[config.mk]
export PLATFORM = sky130hd
export DESIGN_NAME = eight_bit_alu_with_flags_top
export DESIGN_NICKNAME = d
export VERILOG_FILES = /design/src/design/ebalu_pkg.sv /design/src/design/ebalu_core.sv /design/src/design/eight_bit_alu_with_flags_top.sv
export VERILOG_INCLUDE_DIRS = /design/src /design/src/design
export SDC_FILE = /design/constraint.sdc
export NUM_CORES = 1
export LEC_CHECK = 0
export BUFFER_PORTS_ARGS = -buffer_cell sky130_fd_sc_hd__buf_2
export CAP_MARGIN = 25
export CORE_UTILIZATION = 25
export CTS_BUF_LIST = sky130_fd_sc_hd__clkbuf_2
export DETAILED_ROUTE_END_ITERATION = 10
export SETUP_SLACK_MARGIN = 0.1
export SYNTH_ARGS = -nofsm -noshare
export SYNTH_HDL_FRONTEND = slang
export SYNTH_SLANG_ARGS = --single-unit
[constraint.sdc]
create_clock -name clk -period 11 [get_ports clk]
set_clock_uncertainty 0.1 [all_clocks]
set_input_delay 1.1 -clock clk [delete_from_list [all_inputs] [get_ports clk]]
set_output_delay 1.1 -clock clk [all_outputs]
set_load 0.005 [all_outputs]
[src/design/eight_bit_alu_with_flags_top_defines.svh]
// Assertion macros for the eight-bit ALU top module.
`ifndef EIGHT_BIT_ALU_WITH_FLAGS_TOP_DEFINES_SVH
`define EIGHT_BIT_ALU_WITH_FLAGS_TOP_DEFINES_SVH

// The consequent must hold in the same cycle as the antecedent.
`define EBALU_ASSERT_NOW(label, ante, cons, msg) \
  label: assert property (@(posedge clk) disable iff (rst) (ante) |-> (cons)) \
    else $error(msg);

// The consequent must hold in the cycle after the antecedent.
`define EBALU_ASSERT_NEXT(label, ante, cons, msg) \
  label: assert property (@(posedge clk) disable iff (rst) (ante) |=> (cons)) \
    else $error(msg);

`endif

[src/design/ebalu_pkg.sv]
// Types and constants for the eight-bit ALU with flags.
package ebalu_pkg;

  typedef enum logic [4:0] {
    CMD_ADD  = 5'd0,
    CMD_ADC  = 5'd1,
    CMD_SUB  = 5'd2,
    CMD_SBC  = 5'd3,
    CMD_AND  = 5'd4,
    CMD_OR   = 5'd5,
    CMD_XOR  = 5'd6,
    CMD_CP   = 5'd7,
    CMD_INC  = 5'd8,
    CMD_DEC  = 5'd9,
    CMD_RLC  = 5'd10,
    CMD_RRC  = 5'd11,
    CMD_RL   = 5'd12,
    CMD_RR   = 5'd13,
    CMD_SLA  = 5'd14,
    CMD_SRA  = 5'd15,
    CMD_SRL  = 5'd16,
    CMD_SWAP = 5'd17,
    CMD_BIT  = 5'd18,
    CMD_SET  = 5'd19,
    CMD_RES  = 5'd20,
    CMD_DAA  = 5'd21,
    CMD_CPL  = 5'd22,
    CMD_CCF  = 5'd23,
    CMD_SCF  = 5'd24,
    CMD_RLCA = 5'd25,
    CMD_RRCA = 5'd26,
    CMD_RLA  = 5'd27,
    CMD_RRA  = 5'd28
  } cmd_t;

  // Positions of the flags in the byte.
  localparam int unsigned FLAG_Z = 7;
  localparam int unsigned FLAG_N = 6;
  localparam int unsigned FLAG_H = 5;
  localparam int unsigned FLAG_C = 4;

  localparam logic [7:0] DAA_LOW_ADJ  = 8'h06;
  localparam logic [7:0] DAA_HIGH_ADJ = 8'h60;
  localparam logic [7:0] DAA_LIMIT    = 8'h99;
  localparam logic [3:0] DIGIT_MAX    = 4'd9;

  // Result of one operation, flags held as four bits {Z, N, H, C}.
  typedef struct packed {
    logic [7:0] result;
    logic [3:0] flags;
    logic       write_back;
  } alu_res_t;

endpackage

[src/design/ebalu_core.sv]
// Combinational datapath of the eight-bit ALU: arithmetic, logic, shifts and flags.
module ebalu_core (
  input  logic [4:0]        command,
  input  logic [7:0]        accumulator,
  input  logic [7:0]        operand_value,
  input  logic [7:0]        flags_in,
  input  logic [2:0]        bit_index,
  output ebalu_pkg::alu_res_t res
);

  logic       cin;
  logic       fin_n;
  logic       fin_h;
  logic       use_cin;
  logic [8:0] sum9;
  logic [4:0] sum_lo;
  logic [8:0] diff9;
  logic [4:0] diff_lo;
  logic [7:0] daa_adj;
  logic       daa_carry;
  logic [7:0] rot_src;
  logic [7:0] bit_mask;
  logic [7:0] r;
  logic       fz;
  logic       fn;
  logic       fh;
  logic       fc;
  logic       wb;
  logic       zcalc;

  assign cin   = flags_in[ebalu_pkg::FLAG_C];
  assign fin_n = flags_in[ebalu_pkg::FLAG_N];
  assign fin_h = flags_in[ebalu_pkg::FLAG_H];

  assign use_cin = (command == ebalu_pkg::CMD_ADC || command == ebalu_pkg::CMD_SBC) ? cin
                                                                                     : 1'b0;

  assign sum9    = {1'b0, accumulator} + {1'b0, operand_value} + {8'd0, use_cin};
  assign sum_lo  = {1'b0, accumulator[3:0]} + {1'b0, operand_value[3:0]} + {4'd0, use_cin};
  assign diff9   = {1'b0, accumulator} - {1'b0, operand_value} - {8'd0, use_cin};
  assign diff_lo = {1'b0, accumulator[3:0]} - {1'b0, operand_value[3:0]} - {4'd0, use_cin};

  // Decimal adjust: after an addition the carry may also be raised when the accumulator exceeds 0x99.
  always_comb begin
    daa_adj   = 8'h00;
    daa_carry = cin;
    if (!fin_n) begin
      if (cin || accumulator > ebalu_pkg::DAA_LIMIT) begin
        daa_adj   = daa_adj | ebalu_pkg::DAA_HIGH_ADJ;
        daa_carry = 1'b1;
      end
      if (fin_h || accumulator[3:0] > ebalu_pkg::DIGIT_MAX) begin
        daa_adj = daa_adj | ebalu_pkg::DAA_LOW_ADJ;
      end
    end else begin
      if (cin) begin
        daa_adj = daa_adj | ebalu_pkg::DAA_HIGH_ADJ;
      end
      if (fin_h) begin
        daa_adj = daa_adj | ebalu_pkg::DAA_LOW_ADJ;
      end
    end
  end

  // The accumulator rotates work on the accumulator, the prefixed ones on the operand.
  assign rot_src = (command == ebalu_pkg::CMD_RLCA || command == ebalu_pkg::CMD_RRCA ||
                    command == ebalu_pkg::CMD_RLA  || command == ebalu_pkg::CMD_RRA)
                   ? accumulator : operand_value;

  assign bit_mask = 8'h01 << bit_index;

  always_comb begin
    r     = accumulator;
    fz    = flags_in[ebalu_pkg::FLAG_Z];
    fn    = fin_n;
    fh    = fin_h;
    fc    = cin;
    wb    = 1'b1;
    zcalc = 1'b1;
    unique case (ebalu_pkg::cmd_t'(command))
      ebalu_pkg::CMD_ADD, ebalu_pkg::CMD_ADC: begin
        r  = sum9[7:0];
        fn = 1'b0;
        fh = sum_lo[4];
        fc = sum9[8];
      end
      ebalu_pkg::CMD_SUB, ebalu_pkg::CMD_SBC: begin
        r  = diff9[7:0];
        fn = 1'b1;
        fh = diff_lo[4];
        fc = diff9[8];
      end
      ebalu_pkg::CMD_CP: begin
        // Flags come from the difference, while the accumulator is left as it was.
        r     = accumulator;
        zcalc = 1'b0;
        fz    = (diff9[7:0] == 8'h00);
        fn    = 1'b1;
        fh    = diff_lo[4];
        fc    = diff9[8];
        wb    = 1'b0;
      end
      ebalu_pkg::CMD_AND: begin
        r  = accumulator & operand_value;
        fn = 1'b0;
        fh = 1'b1;
        fc = 1'b0;
      end
      ebalu_pkg::CMD_OR: begin
        r  = accumulator | operand_value;
        fn = 1'b0;
        fh = 1'b0;
        fc = 1'b0;
      end
      ebalu_pkg::CMD_XOR: begin
        r  = accumulator ^ operand_value;
        fn = 1'b0;
        fh = 1'b0;
        fc = 1'b0;
      end
      ebalu_pkg::CMD_INC: begin
        r  = operand_value + 8'd1;
        fn = 1'b0;
        fh = (operand_value[3:0] == 4'hF);
      end
      ebalu_pkg::CMD_DEC: begin
        r  = operand_value - 8'd1;
        fn = 1'b1;
        fh = (operand_value[3:0] == 4'h0);
      end
      ebalu_pkg::CMD_RLC, ebalu_pkg::CMD_RLCA: begin
        r  = {rot_src[6:0], rot_src[7]};
        fn = 1'b0;
        fh = 1'b0;
        fc = rot_src[7];
      end
      ebalu_pkg::CMD_RRC, ebalu_pkg::CMD_RRCA: begin
        r  = {rot_src[0], rot_src[7:1]};
        fn = 1'b0;
        fh = 1'b0;
        fc = rot_src[0];
      end
      ebalu_pkg::CMD_RL, ebalu_pkg::CMD_RLA: begin
        r  = {rot_src[6:0], cin};
        fn = 1'b0;
        fh = 1'b0;
        fc = rot_src[7];
      end
      ebalu_pkg::CMD_RR, ebalu_pkg::CMD_RRA: begin
        r  = {cin, rot_src[7:1]};
        fn = 1'b0;
        fh = 1'b0;
        fc = rot_src[0];
      end
      ebalu_pkg::CMD_SLA: begin
        r  = {operand_value[6:0], 1'b0};
        fn = 1'b0;
        fh = 1'b0;
        fc = operand_value[7];
      end
      ebalu_pkg::CMD_SRA: begin
        r  = {operand_value[7], operand_value[7:1]};
        fn = 1'b0;
        fh = 1'b0;
        fc = operand_value[0];
      end
      ebalu_pkg::CMD_SRL: begin
        r  = {1'b0, operand_value[7:1]};
        fn = 1'b0;
        fh = 1'b0;
        fc = operand_value[0];
      end
      ebalu_pkg::CMD_SWAP: begin
        r  = {operand_value[3:0], operand_value[7:4]};
        fn = 1'b0;
        fh = 1'b0;
        fc = 1'b0;
      end
      ebalu_pkg::CMD_BIT: begin
        r     = operand_value;
        zcalc = 1'b0;
        fz    = ((operand_value & bit_mask) == 8'h00);
        fn    = 1'b0;
        fh    = 1'b1;
        wb    = 1'b0;
      end
      ebalu_pkg::CMD_SET: begin
        r     = operand_value | bit_mask;
        zcalc = 1'b0;
      end
      ebalu_pkg::CMD_RES: begin
        r     = operand_value & ~bit_mask;
        zcalc = 1'b0;
      end
      ebalu_pkg::CMD_DAA: begin
        r  = fin_n ? (accumulator - daa_adj) : (accumulator + daa_adj);
        fh = 1'b0;
        fc = daa_carry;
      end
      ebalu_pkg::CMD_CPL: begin
        r     = ~accumulator;
        zcalc = 1'b0;
        fn    = 1'b1;
        fh    = 1'b1;
      end
      ebalu_pkg::CMD_CCF: begin
        zcalc = 1'b0;
        fn    = 1'b0;
        fh    = 1'b0;
        fc    = ~cin;
      end
      ebalu_pkg::CMD_SCF: begin
        zcalc = 1'b0;
        fn    = 1'b0;
        fh    = 1'b0;
        fc    = 1'b1;
      end
      default: begin
        // Unused codes leave everything as it was and store nothing.
        zcalc = 1'b0;
        wb    = 1'b0;
      end
    endcase
    // The accumulator rotates always clear Z.
    if (command == ebalu_pkg::CMD_RLCA || command == ebalu_pkg::CMD_RRCA ||
        command == ebalu_pkg::CMD_RLA  || command == ebalu_pkg::CMD_RRA) begin
      zcalc = 1'b0;
      fz    = 1'b0;
    end
    if (zcalc) begin
      fz = (r == 8'h00);
    end
  end

  assign res.result     = r;
  assign res.flags      = {fz, fn, fh, fc};
  assign res.write_back = wb;

endmodule

[src/design/eight_bit_alu_with_flags_top.sv]
// Eight-bit ALU with flags: input register, combinational datapath and result register.
// An accepted request passes through the input register and then the result register.
// Throughput: one request per cycle while the result side is not stalled.
// The output register and input register decouple the two sides, so a stalled result
// still leaves one slot for a new request.
// Reset clears the valid flags of both register stages; the payload registers keep their data.
`include "eight_bit_alu_with_flags_top_defines.svh"

module eight_bit_alu_with_flags_top (
  input  logic       clk,
  input  logic       rst,
  input  logic       in_valid,
  output logic       in_stall,
  input  logic [4:0] command,
  input  logic [7:0] accumulator,
  input  logic [7:0] operand_value,
  input  logic [7:0] flags_in,
  input  logic [2:0] bit_index,
  output logic       out_valid,
  input  logic       out_stall,
  output logic [7:0] result_value,
  output logic [7:0] flags_out,
  output logic       write_back
);

  logic                s1_valid;
  logic [4:0]          s1_command;
  logic [7:0]          s1_accumulator;
  logic [7:0]          s1_operand;
  logic [7:0]          s1_flags;
  logic [2:0]          s1_bit_index;
  logic                s2_load;
  logic                s1_advance;
  logic                in_take;
  ebalu_pkg::alu_res_t alu_res;
  logic [3:0]          flags_hi;

  assign s2_load    = !out_valid || !out_stall;
  assign s1_advance = s1_valid && s2_load;
  assign in_stall   = s1_valid && !s2_load;
  assign in_take    = in_valid && !in_stall;

  ebalu_core u_core (
    .command       (s1_command),
    .accumulator   (s1_accumulator),
    .operand_value (s1_operand),
    .flags_in      (s1_flags),
    .bit_index     (s1_bit_index),
    .res           (alu_res)
  );

  always_ff @(posedge clk) begin
    if (rst) begin
      s1_valid  <= 1'b0;
      out_valid <= 1'b0;
    end else begin
      if (!in_stall) begin
        s1_valid <= in_valid;
      end
      if (s2_load) begin
        out_valid <= s1_valid;
      end
    end
  end

  always_ff @(posedge clk) begin
    if (in_take) begin
      s1_command     <= command;
      s1_accumulator <= accumulator;
      s1_operand     <= operand_value;
      s1_flags       <= flags_in;
      s1_bit_index   <= bit_index;
    end
    if (s1_advance) begin
      result_value <= alu_res.result;
      flags_hi     <= alu_res.flags;
      write_back   <= alu_res.write_back;
    end
  end

  assign flags_out = {flags_hi, 4'h0};

  `EBALU_ASSERT_NEXT(a_advance_fills_out, s1_advance, out_valid, "request missed the output")
  `EBALU_ASSERT_NOW(a_stall_only_when_full, in_stall, s1_valid, "stall with empty input stage")
  `EBALU_ASSERT_NOW(a_no_overwrite, in_take && s1_valid, s1_advance, "input stage overwritten")
  `EBALU_ASSERT_NEXT(a_hold_when_blocked, s1_valid && !s2_load, s1_valid, "blocked request lost")

endmodule

==> out/metrics.cfg, run 1 <==
[status]
outcome=finished, final reports clean

[place]
port_buffers=46
hpwl_mm=12.1
gp_congestion=0.976

[critical_path]
end_kind=flop
r2r_slack_ns=6.46
crit_arrival_ns=4.75
worstSetupPathType=flop to flop
cp_max_fo=55
reg2reg_depth=13
critPathLaunch=s1_command[4]
rr_endpoint=flags_hi[3]
start_kind=flop
required_ns=11.21
r2r-start=s1_command[4]

[clocking]
clock-sinks=43
cts_tree=built
insertion_delay_ns=0.47
cts_buffers=5
path_clk_slew_ns=0.22
cts_hold_buf=0
cts-root-buf=clkbuf_2
cts_buffer_depth=2
cts_setup_buffers=0
cts_max_level=2
cts-resized-gates=0

[power]
ir_worst_vdd_uv=38.5
power_leakage_nw=2.08
p_switching_uw=179
powerDensity_nw_per_um2=86.7
combPwrFrac_pct=38.7
p_int_uw=276
seqPwrFrac_pct=46.1
p_sw_share_pct=39.3
totalPowerFinal_uw=455
clkPwrFrac_pct=15.2

[hold_path]
hold_start=s1_valid
min_to=out_valid
whs_path_depth=2
hp-class=flop to flop

[floorplanning]
num_rows=50
initial_utilization_pct=25.7
num_io_pins=55
die_area_um2=19800
die_w_um=141
core_area_um2=18800
die_h_um=141

[route]
drc=0
wl_per_cell_um=19.3
wl_mm=16.0
viasPerCell=5.47
num_vias=4536
ant_nets=0
firstDrtPassIters=5
drtIter0Drc=645

[yosys]
netlist_area_um2=4820
yosysTopAreaCell=edfxtp_1
synth-edff-count=41
yosysUniqueCellTypes=78
synth.top_cell.area_share_pct=25.6
ys.warnings.count=0
ys_async_sr_fraction_pct=0
synthFlopType=edfxtp_1
seq_area_frac_synth_pct=26.4
synthTopCellsByArea=edfxtp_1, ha_1, o21ai_0
ys_ff_latch=43
avgSynthCellArea_um2=8.42
synthCells=572

[sta]
slew_violations=0
timing.fmax_mhz=220
min_period_ns=4.54
rsz0062_at_grt=no
hold_violations=0
whs_ns=0.415
slew_headroom_pct=38.4
finalCritPeriodShare_pct=41.3
setup_viol=0
setup-tns-final_ns=0
worstMarginPinSlew_ns=0.922

[grt]
grt_util_all_layers_pct=16.6
grt_max_degree=56
grt_pass1_wl_mm=25.0
grt_pass1_vias=4183
antenna_found_initial=0
grt_overflow_total=0

[cells_and_area]
fillers=2053
n_antenna_cell=0
drive_gt1_share_pct=13.1
final_nets=674
syn2layout_area_growth_pct=8.96

[flow_run]
drv_cap=0

-- cell usage after synthesis, types with 5 or more instances --
library cell,instances
a211oi_1,10
a21o_1,6
a21oi_1,34
a221oi_1,5
a22o_1,6
a22oi_1,12
a31oi_1,6
and3_1,5
buf_2,10
buf_4,6
clkbuf_1,21
edfxtp_1,41
fa_1,5
ha_1,37
inv_1,32
mux2i_1,14
nand2_1,36
nand2b_1,8
nand3_1,16
nand4_1,8
nor2_1,47
nor2b_1,11
nor3_1,16
nor3b_1,5
nor4_1,7
o21a_1,5
o21ai_0,38
o21bai_1,6
o22ai_1,11
or3_1,6
xnor2_1,16
xor2_1,8
-- stage by stage --
| step | instance area, µm² | utilization, % | cells | setup WS, ns |
|---|---|---|---|---|
| 4_1_cts | 5250 | 28.0 | 830 | 6.48 |
| 6_report | 5250 | 28.0 | 830 | 6.46 |
| 5_1_grt | 5250 | 28.0 | 830 | 6.12 |
| 3_5_place_dp | 5220 | 27.8 | 823 | 6.52 |
| 2_1_floorplan | 4830 | - | 575 | 6.70 |
| 3_3_place_gp | 5210 | 27.8 | 822 | 6.53 |
-- critical path, cell delays in order (launching register included) --
cell and delay (ns):
edfxtp_1 0.41, buf_4 0.30, nor2_1 0.29, nand3_1 0.17, fa_1 0.46, fa_1 0.46
nand2b_1 0.17, a21oi_1 0.30, xnor2_1 0.21, o221a_2 0.23, nand4_1 0.20, or4_1 0.56
or3_1 0.33, o41ai_2 0.19
-- worst max path at each step --
stage,to
global route,flags_hi[3]
global placement,flags_hi[3]
floorplan,flags_hi[3]
detailed placement,flags_hi[3]
finish,flags_hi[3]
CTS,flags_hi[3]
-- cells in the final DEF (no fill, tap or decap), types with 5 or more instances in the layout --
cell type,count
o21a_1,5
o22ai_1,11
a211oi_1,10
buf_4,11
nor4_1,7
nand2b_1,8
nor2_1,47
nor3_1,16
fa_1,5
edfxtp_1,41
a22o_1,6
a21oi_1,34
clkbuf_2,5
buf_2,46
ha_1,37
nand4_1,8
o21bai_1,6
a221oi_1,5
and3_1,5
nor3b_1,5
inv_1,32
o21ai_0,38
a22oi_1,12
nand2_1,36
nor2b_1,10
a31oi_1,6
nand3_1,16
mux2i_1,14
or3_1,6
xnor2_1,16
a21o_1,6
xor2_1,8
-- cell type report --
class	instances	area, µm²	area share [%]
sequential	43	1270	24.2
inverter	32	120	2.29
clock inverter	2	8.76	0.167
multi-input combinational	457	3220	61.3
clock buffer	5	25.0	0.477
tap	234	293	5.58
timing repair buffer	57	313	5.96
-- power by group through the flow --
| stage | sequential (mW) | clock [mW] | combinational, mW |
|---|---|---|---|
| after CTS | 0.209 | 0.0769 | 0.174 |
| after global routing | 0.211 | 0.0814 | 0.195 |
| after global placement | 0.213 | 0 | 0.173 |
| after floorplan | 0.204 | 0 | 0.131 |
| final | 0.210 | 0.0690 | 0.176 |
| after detailed placement | 0.213 | 0 | 0.173 |
-- sequential cells by signal, indices dropped and copies added, names as in the netlist --
| signal | count |
|---|---|
| flags_hi | 4 |
| out_valid | 1 |
| result_value | 8 |
| s1_accumulator | 8 |
| s1_bit_index | 3 |
| s1_command | 5 |
| s1_flags | 4 |
| s1_operand | 8 |
| s1_valid | 1 |
| write_back | 1 |
-- metal layers --
metal | vias up | global-route usage [%] | wire length, µm
met5 | - | 0 | 0
met4 | 0 | 5.26 | 398
met3 | 28 | 3.63 | 1530
met2 | 253 | 23.8 | 6570
met1 | 2065 | 24.4 | 7560
li1 | 2190 | - | -
-- cell families (layout without fill, tap and decap cells) --
family	count (synthesis)	in the layout	synth area share (%)
compound gates	180	180	25.7
xor+xnor	24	24	4.36
fa+ha+maj	42	42	11.7
buf+inv	75	96	7.19
flops	43	43	26.4
mux	16	16	3.38
other cells	1	4	0.0778
simple gates	191	191	21.2
Power figures use the tool's default switching activity.
==> run 2: changes to the inputs <==
clock period = 4.1 ns   (was 11 ns; I/O delays follow)
==> out/metrics.cfg, run 2 (synthesized netlist as in run 1, its figures left out) <==
[status]
outcome=finished, final reports clean

[route]
wl_mm=17.6
firstDrtPassIters=7
viasPerCell=5.53
num_vias=4905
ant_nets=0
drtIter0Drc=592
drc=0
wl_per_cell_um=19.8

[sta]
setup_viol=0
slew_violations=0
setup-tns-final_ns=0
min_period_ns=3.82
slew_headroom_pct=38.7
worstMarginPinSlew_ns=0.917
finalCritPeriodShare_pct=93.2
hold_violations=0
timing.fmax_mhz=262
rsz0062_at_grt=no

[place]
gp_congestion=1.04
port_buffers=46
dp_cells=847
hpwl_mm=13.4

[critical_path]
crit_arrival_ns=4.05
reg2reg_depth=12
crit_end=flags_hi[3]
start_kind=flop
r2r-start=s1_command[0]
rr_endpoint=flags_hi[3]
required_ns=4.33
critPathLaunch=s1_command[0]
end_kind=flop
worstSetupPathType=flop to flop
cp_max_fo=10
r2r_slack_ns=0.28

[floorplanning]
num_io_pins=55
die_w_um=141
die_area_um2=19800
initial_utilization_pct=25.7
num_rows=50
core_area_um2=18800
die_h_um=141

[clocking]
cts_buffers=5
insertion_delay_ns=0.48
cts_max_level=2
path_clk_slew_ns=0.25
cts_tree=built
cts-root-buf=clkbuf_2
cts_buffer_depth=2
clock-sinks=43

[cells_and_area]
fillers=2029
reg_top3=result_value (8), s1_accumulator (8), s1_operand (8)
syn2layout_area_growth_pct=19.8
drive_gt1_share_pct=17.3
instances_no_fill=887
final_nets=729
layout_common_cells=nor2_1, buf_2, edfxtp_1

[grt]
grt_overflow_total=0
grtUsageMet1_pct=23.9
grt_pass1_wl_mm=26.7
antenna_found_initial=1
grt_use_met2_pct=27.4
met3_usage_pct=5.60
grt_max_degree=55
grt_util_all_layers_pct=17.9
grt_pass1_vias=4615
top_usage_layer=met2

[power]
p_switching_uw=509
ir_worst_vdd_uv=125
seqPwrFrac_pct=41.9
clkPwrFrac_pct=15.3
p_sw_share_pct=39.3
p_int_uw=786
combPwrFrac_pct=42.9
powerDensity_nw_per_um2=224
power_leakage_nw=2.34
totalPowerFinal_mw=1.30

[hold_path]
whs_path_depth=3
hp-class=primary input to flop

[flow_run]
drv_cap=0

==> run 2: through the flow <==
step,utilization (%),hold slack (ns),setup WS (ns),cell area [µm²]
after CTS,30.6,0.00856,0.143,5740
after detailed placement,28.8,0.382,0.151,5410
after global placement,28.8,0.371,0.205,5400
after global routing,30.8,0.0435,0.102,5770
final,30.8,0.0629,0.278,5770
after floorplan,-,0.344,0.141,4850
==> run 2: how the worst min path moves through the flow <==
stage               from  slack, ns        end
5_1_grt        out_stall       0.04  out_valid
3_3_place_gp    s1_valid       0.37  out_valid
2_1_floorplan   s1_valid       0.34  out_valid
4_1_cts         in_valid      0.009   s1_valid
3_5_place_dp    s1_valid       0.38  out_valid
6_report       out_stall       0.06  out_valid
==> run 2: worst max-delay path, stage by stage (launching register included) <==
cell and delay (ns):
edfxtp_1 0.39, buf_4 0.11, nor2b_2 0.35, and3_1 0.32, ha_1 0.31, a21o_1 0.20
a21o_1 0.19, xnor2_1 0.13, a22oi_1 0.26, nand4_1 0.23, or4_1 0.56, or3_1 0.33
o41ai_2 0.20
==> run 2: cell type report <==
cell class	count	area [µm²]	area share [%]
sequential	43	1270	22.0
multi-input combinational	457	3250	56.2
tap	234	293	5.07
inverter	32	120	2.08
antenna	1	2.50	0.0433
timing repair buffer	112	801	13.9
clock inverter	3	15.0	0.260
clock buffer	5	25.0	0.433
==> run 2: power by group through the flow <==
stage          combinational (mW)  clock [mW]  sequential, mW
3_3_place_gp                0.513           0           0.551
4_1_cts                     0.541       0.213           0.542
6_report                    0.555       0.198           0.542
2_1_floorplan               0.354           0           0.548
5_1_grt                     0.606       0.229           0.545
3_5_place_dp                0.516           0           0.552
==> run 2: timing repair <==
item,CTS,global route
hold endpoints to repair,30,1
buffers inserted,0,1
hold buffers,29,1
cloned,0,0
pin swaps,0,1
setup endpoints to repair,1,1
resized for setup,1,5
==> run 2: routing by layer <==
metal	vias up	share of wire, %
met4	0	2.5
met1	2277	45
li1	2307	-
met3	44	10
met2	277	43
met5	-	0
==> run 3: changes to the inputs <==
SYNTH_HIERARCHICAL = 1   (was unset)
==> out/metrics.cfg, run 3 <==
[power]
ir_worst_vdd_uv=180
totalPowerFinal_mw=1.38
power_leakage_nw=2.37
powerDensity_nw_per_um2=234

[route]
num_vias=4884
ant_nets=0
wl_mm=17.8
drtIter0Drc=579
wl_per_cell_um=20.5
drc=0
viasPerCell=5.65
firstDrtPassIters=5

[sta]
finalCritPeriodShare_pct=97.4
rsz0062_at_grt=yes
slew_violations=0
slew_headroom_pct=46.9
min_period_ns=3.99
worstMarginPinSlew_ns=0.777
timing.fmax_mhz=250
fin_ws_ns=0.105
setup-tns-final_ns=0
setup_viol=0
hold_violations=0

[place]
hpwl_mm=13.4
gp_congestion=1.06
port_buffers=46
dp_worst_setup_slack_ns=0.0794

[critical_path]
required_ns=4.31
reg2reg_depth=12
crit_end=flags_hi[3]
worstSetupPathType=flop to flop
rr_endpoint=flags_hi[3]
cp_max_fo=5
r2r-start=s1_command[2]
end_kind=flop
critPathLaunch=s1_command[2]
start_kind=flop
r2r_slack_ns=0.11
crit_arrival_ns=4.21

[cells_and_area]
reg_top3=result_value (8), s1_accumulator (8), s1_operand (8)
final_nets=708
mostFrequentLayoutCell=buf_2
fin_util_pct=31.5
drive_gt1_share_pct=21.4
layout_common_cells=buf_2, buf_4, edfxtp_1
syn2layout_area_growth_pct=23.3
n_antenna_cell=0

[clocking]
insertion_delay_ns=0.49
clock-sinks=43
cts_buffers=5
path_clk_slew_ns=0.25
cts-root-buf=clkbuf_2
cts_max_level=2
cts_tree=built
cts_buffer_depth=2

[grt]
antenna_found_initial=0
grt_max_degree=37
grt_util_all_layers_pct=18.1
grt_pass1_wl_mm=26.7
grt_overflow_total=0
grt_pass1_vias=4631

[yosys]
synthCells=544
avgSynthCellArea_um2=8.78
netlist_area_um2=4780
ys.warnings.count=6

[hold_path]
hp-class=primary input to flop

[floorplanning]
core_area_um2=18700
die_area_um2=19700
initial_utilization_pct=25.5
num_rows=50
die_h_um=140
num_io_pins=55
die_w_um=140

[flow_run]
drv_cap=0

[status]
outcome=finished, final reports clean

run 3: worst min-delay path by stage:
stage                        start  endpoint  slack, ns  cells past startpoint
after floorplan           s1_valid  s1_valid       0.36                      2
after global routing      in_valid  s1_valid       0.08                      3
after global placement    s1_valid  s1_valid       0.38                      2
final                     in_valid  s1_valid       0.09                      3
after CTS                 in_valid  s1_valid       0.05                      3
after detailed placement  s1_valid  s1_valid       0.39                      2
run 3: where the power goes:
part | switching (mW) | leakage [nW] | total [mW] | internal [mW]
logic | 0.330 | 1.91 | 0.574 | 0.244
registers | 0.0308 | 0.412 | 0.548 | 0.517
clock network | 0.156 | 0.0404 | 0.256 | 0.100
total | 0.517 | 2.37 | 1.38 | 0.861
run 3: stage by stage:
stage | hold slack, ns | instance area, µm² | std cells
after floorplan | 0.361 | 4880 | 547
final | 0.0880 | 5890 | 865
after global placement | 0.383 | 5420 | 820
after detailed placement | 0.386 | 5430 | 821
after CTS | 0.0464 | 5830 | 864
after global routing | 0.0824 | 5890 | 865
run 3: layout make-up:
class                   count  area, µm²
fillers                  1958      12800
multi-input cells         430       3290
flip-flops and latches     43       1270
repair buffers            119        851
well taps                 234        293
inverters                  31        116
clock inverters             3       38.8
clock buffers               5       25.0
run 3: worst max-delay path, cell delays in order, from the launching register on:
cell and delay, ns:
edfxtp_1 0.46, buf_4 0.16, nor4b_4 0.27, and2_4 0.28, ha_4 0.24, a21o_1 0.19, a21oi_2 0.16, xnor2_1 0.15
o22ai_2 0.12, or4_4 0.52, o32a_1 0.40, or4_4 0.55, o41ai_2 0.19
run 3: timing repair:
item                                   4_1_cts  5_1_grt
endpoints found under the hold margin       30        0
setup endpoints to repair                    1        1
hold buffers                                29        0
setup buffers                                6        1
pin swaps                                    3        5
gates resized for setup                      2        9
gates cloned                                 0        0
run 3: per-layer routing:
metal  part of all wire, %  vias to the layer above  wire, µm  track usage, %
met5                     0                        -         0               0
met4                   3.9                        0       691            8.16
met3                   9.6                       54      1700            3.73
met2                    43                      275      7580            27.3
met1                    44                     2312      7800            24.7
li1                      -                     2243         -               -
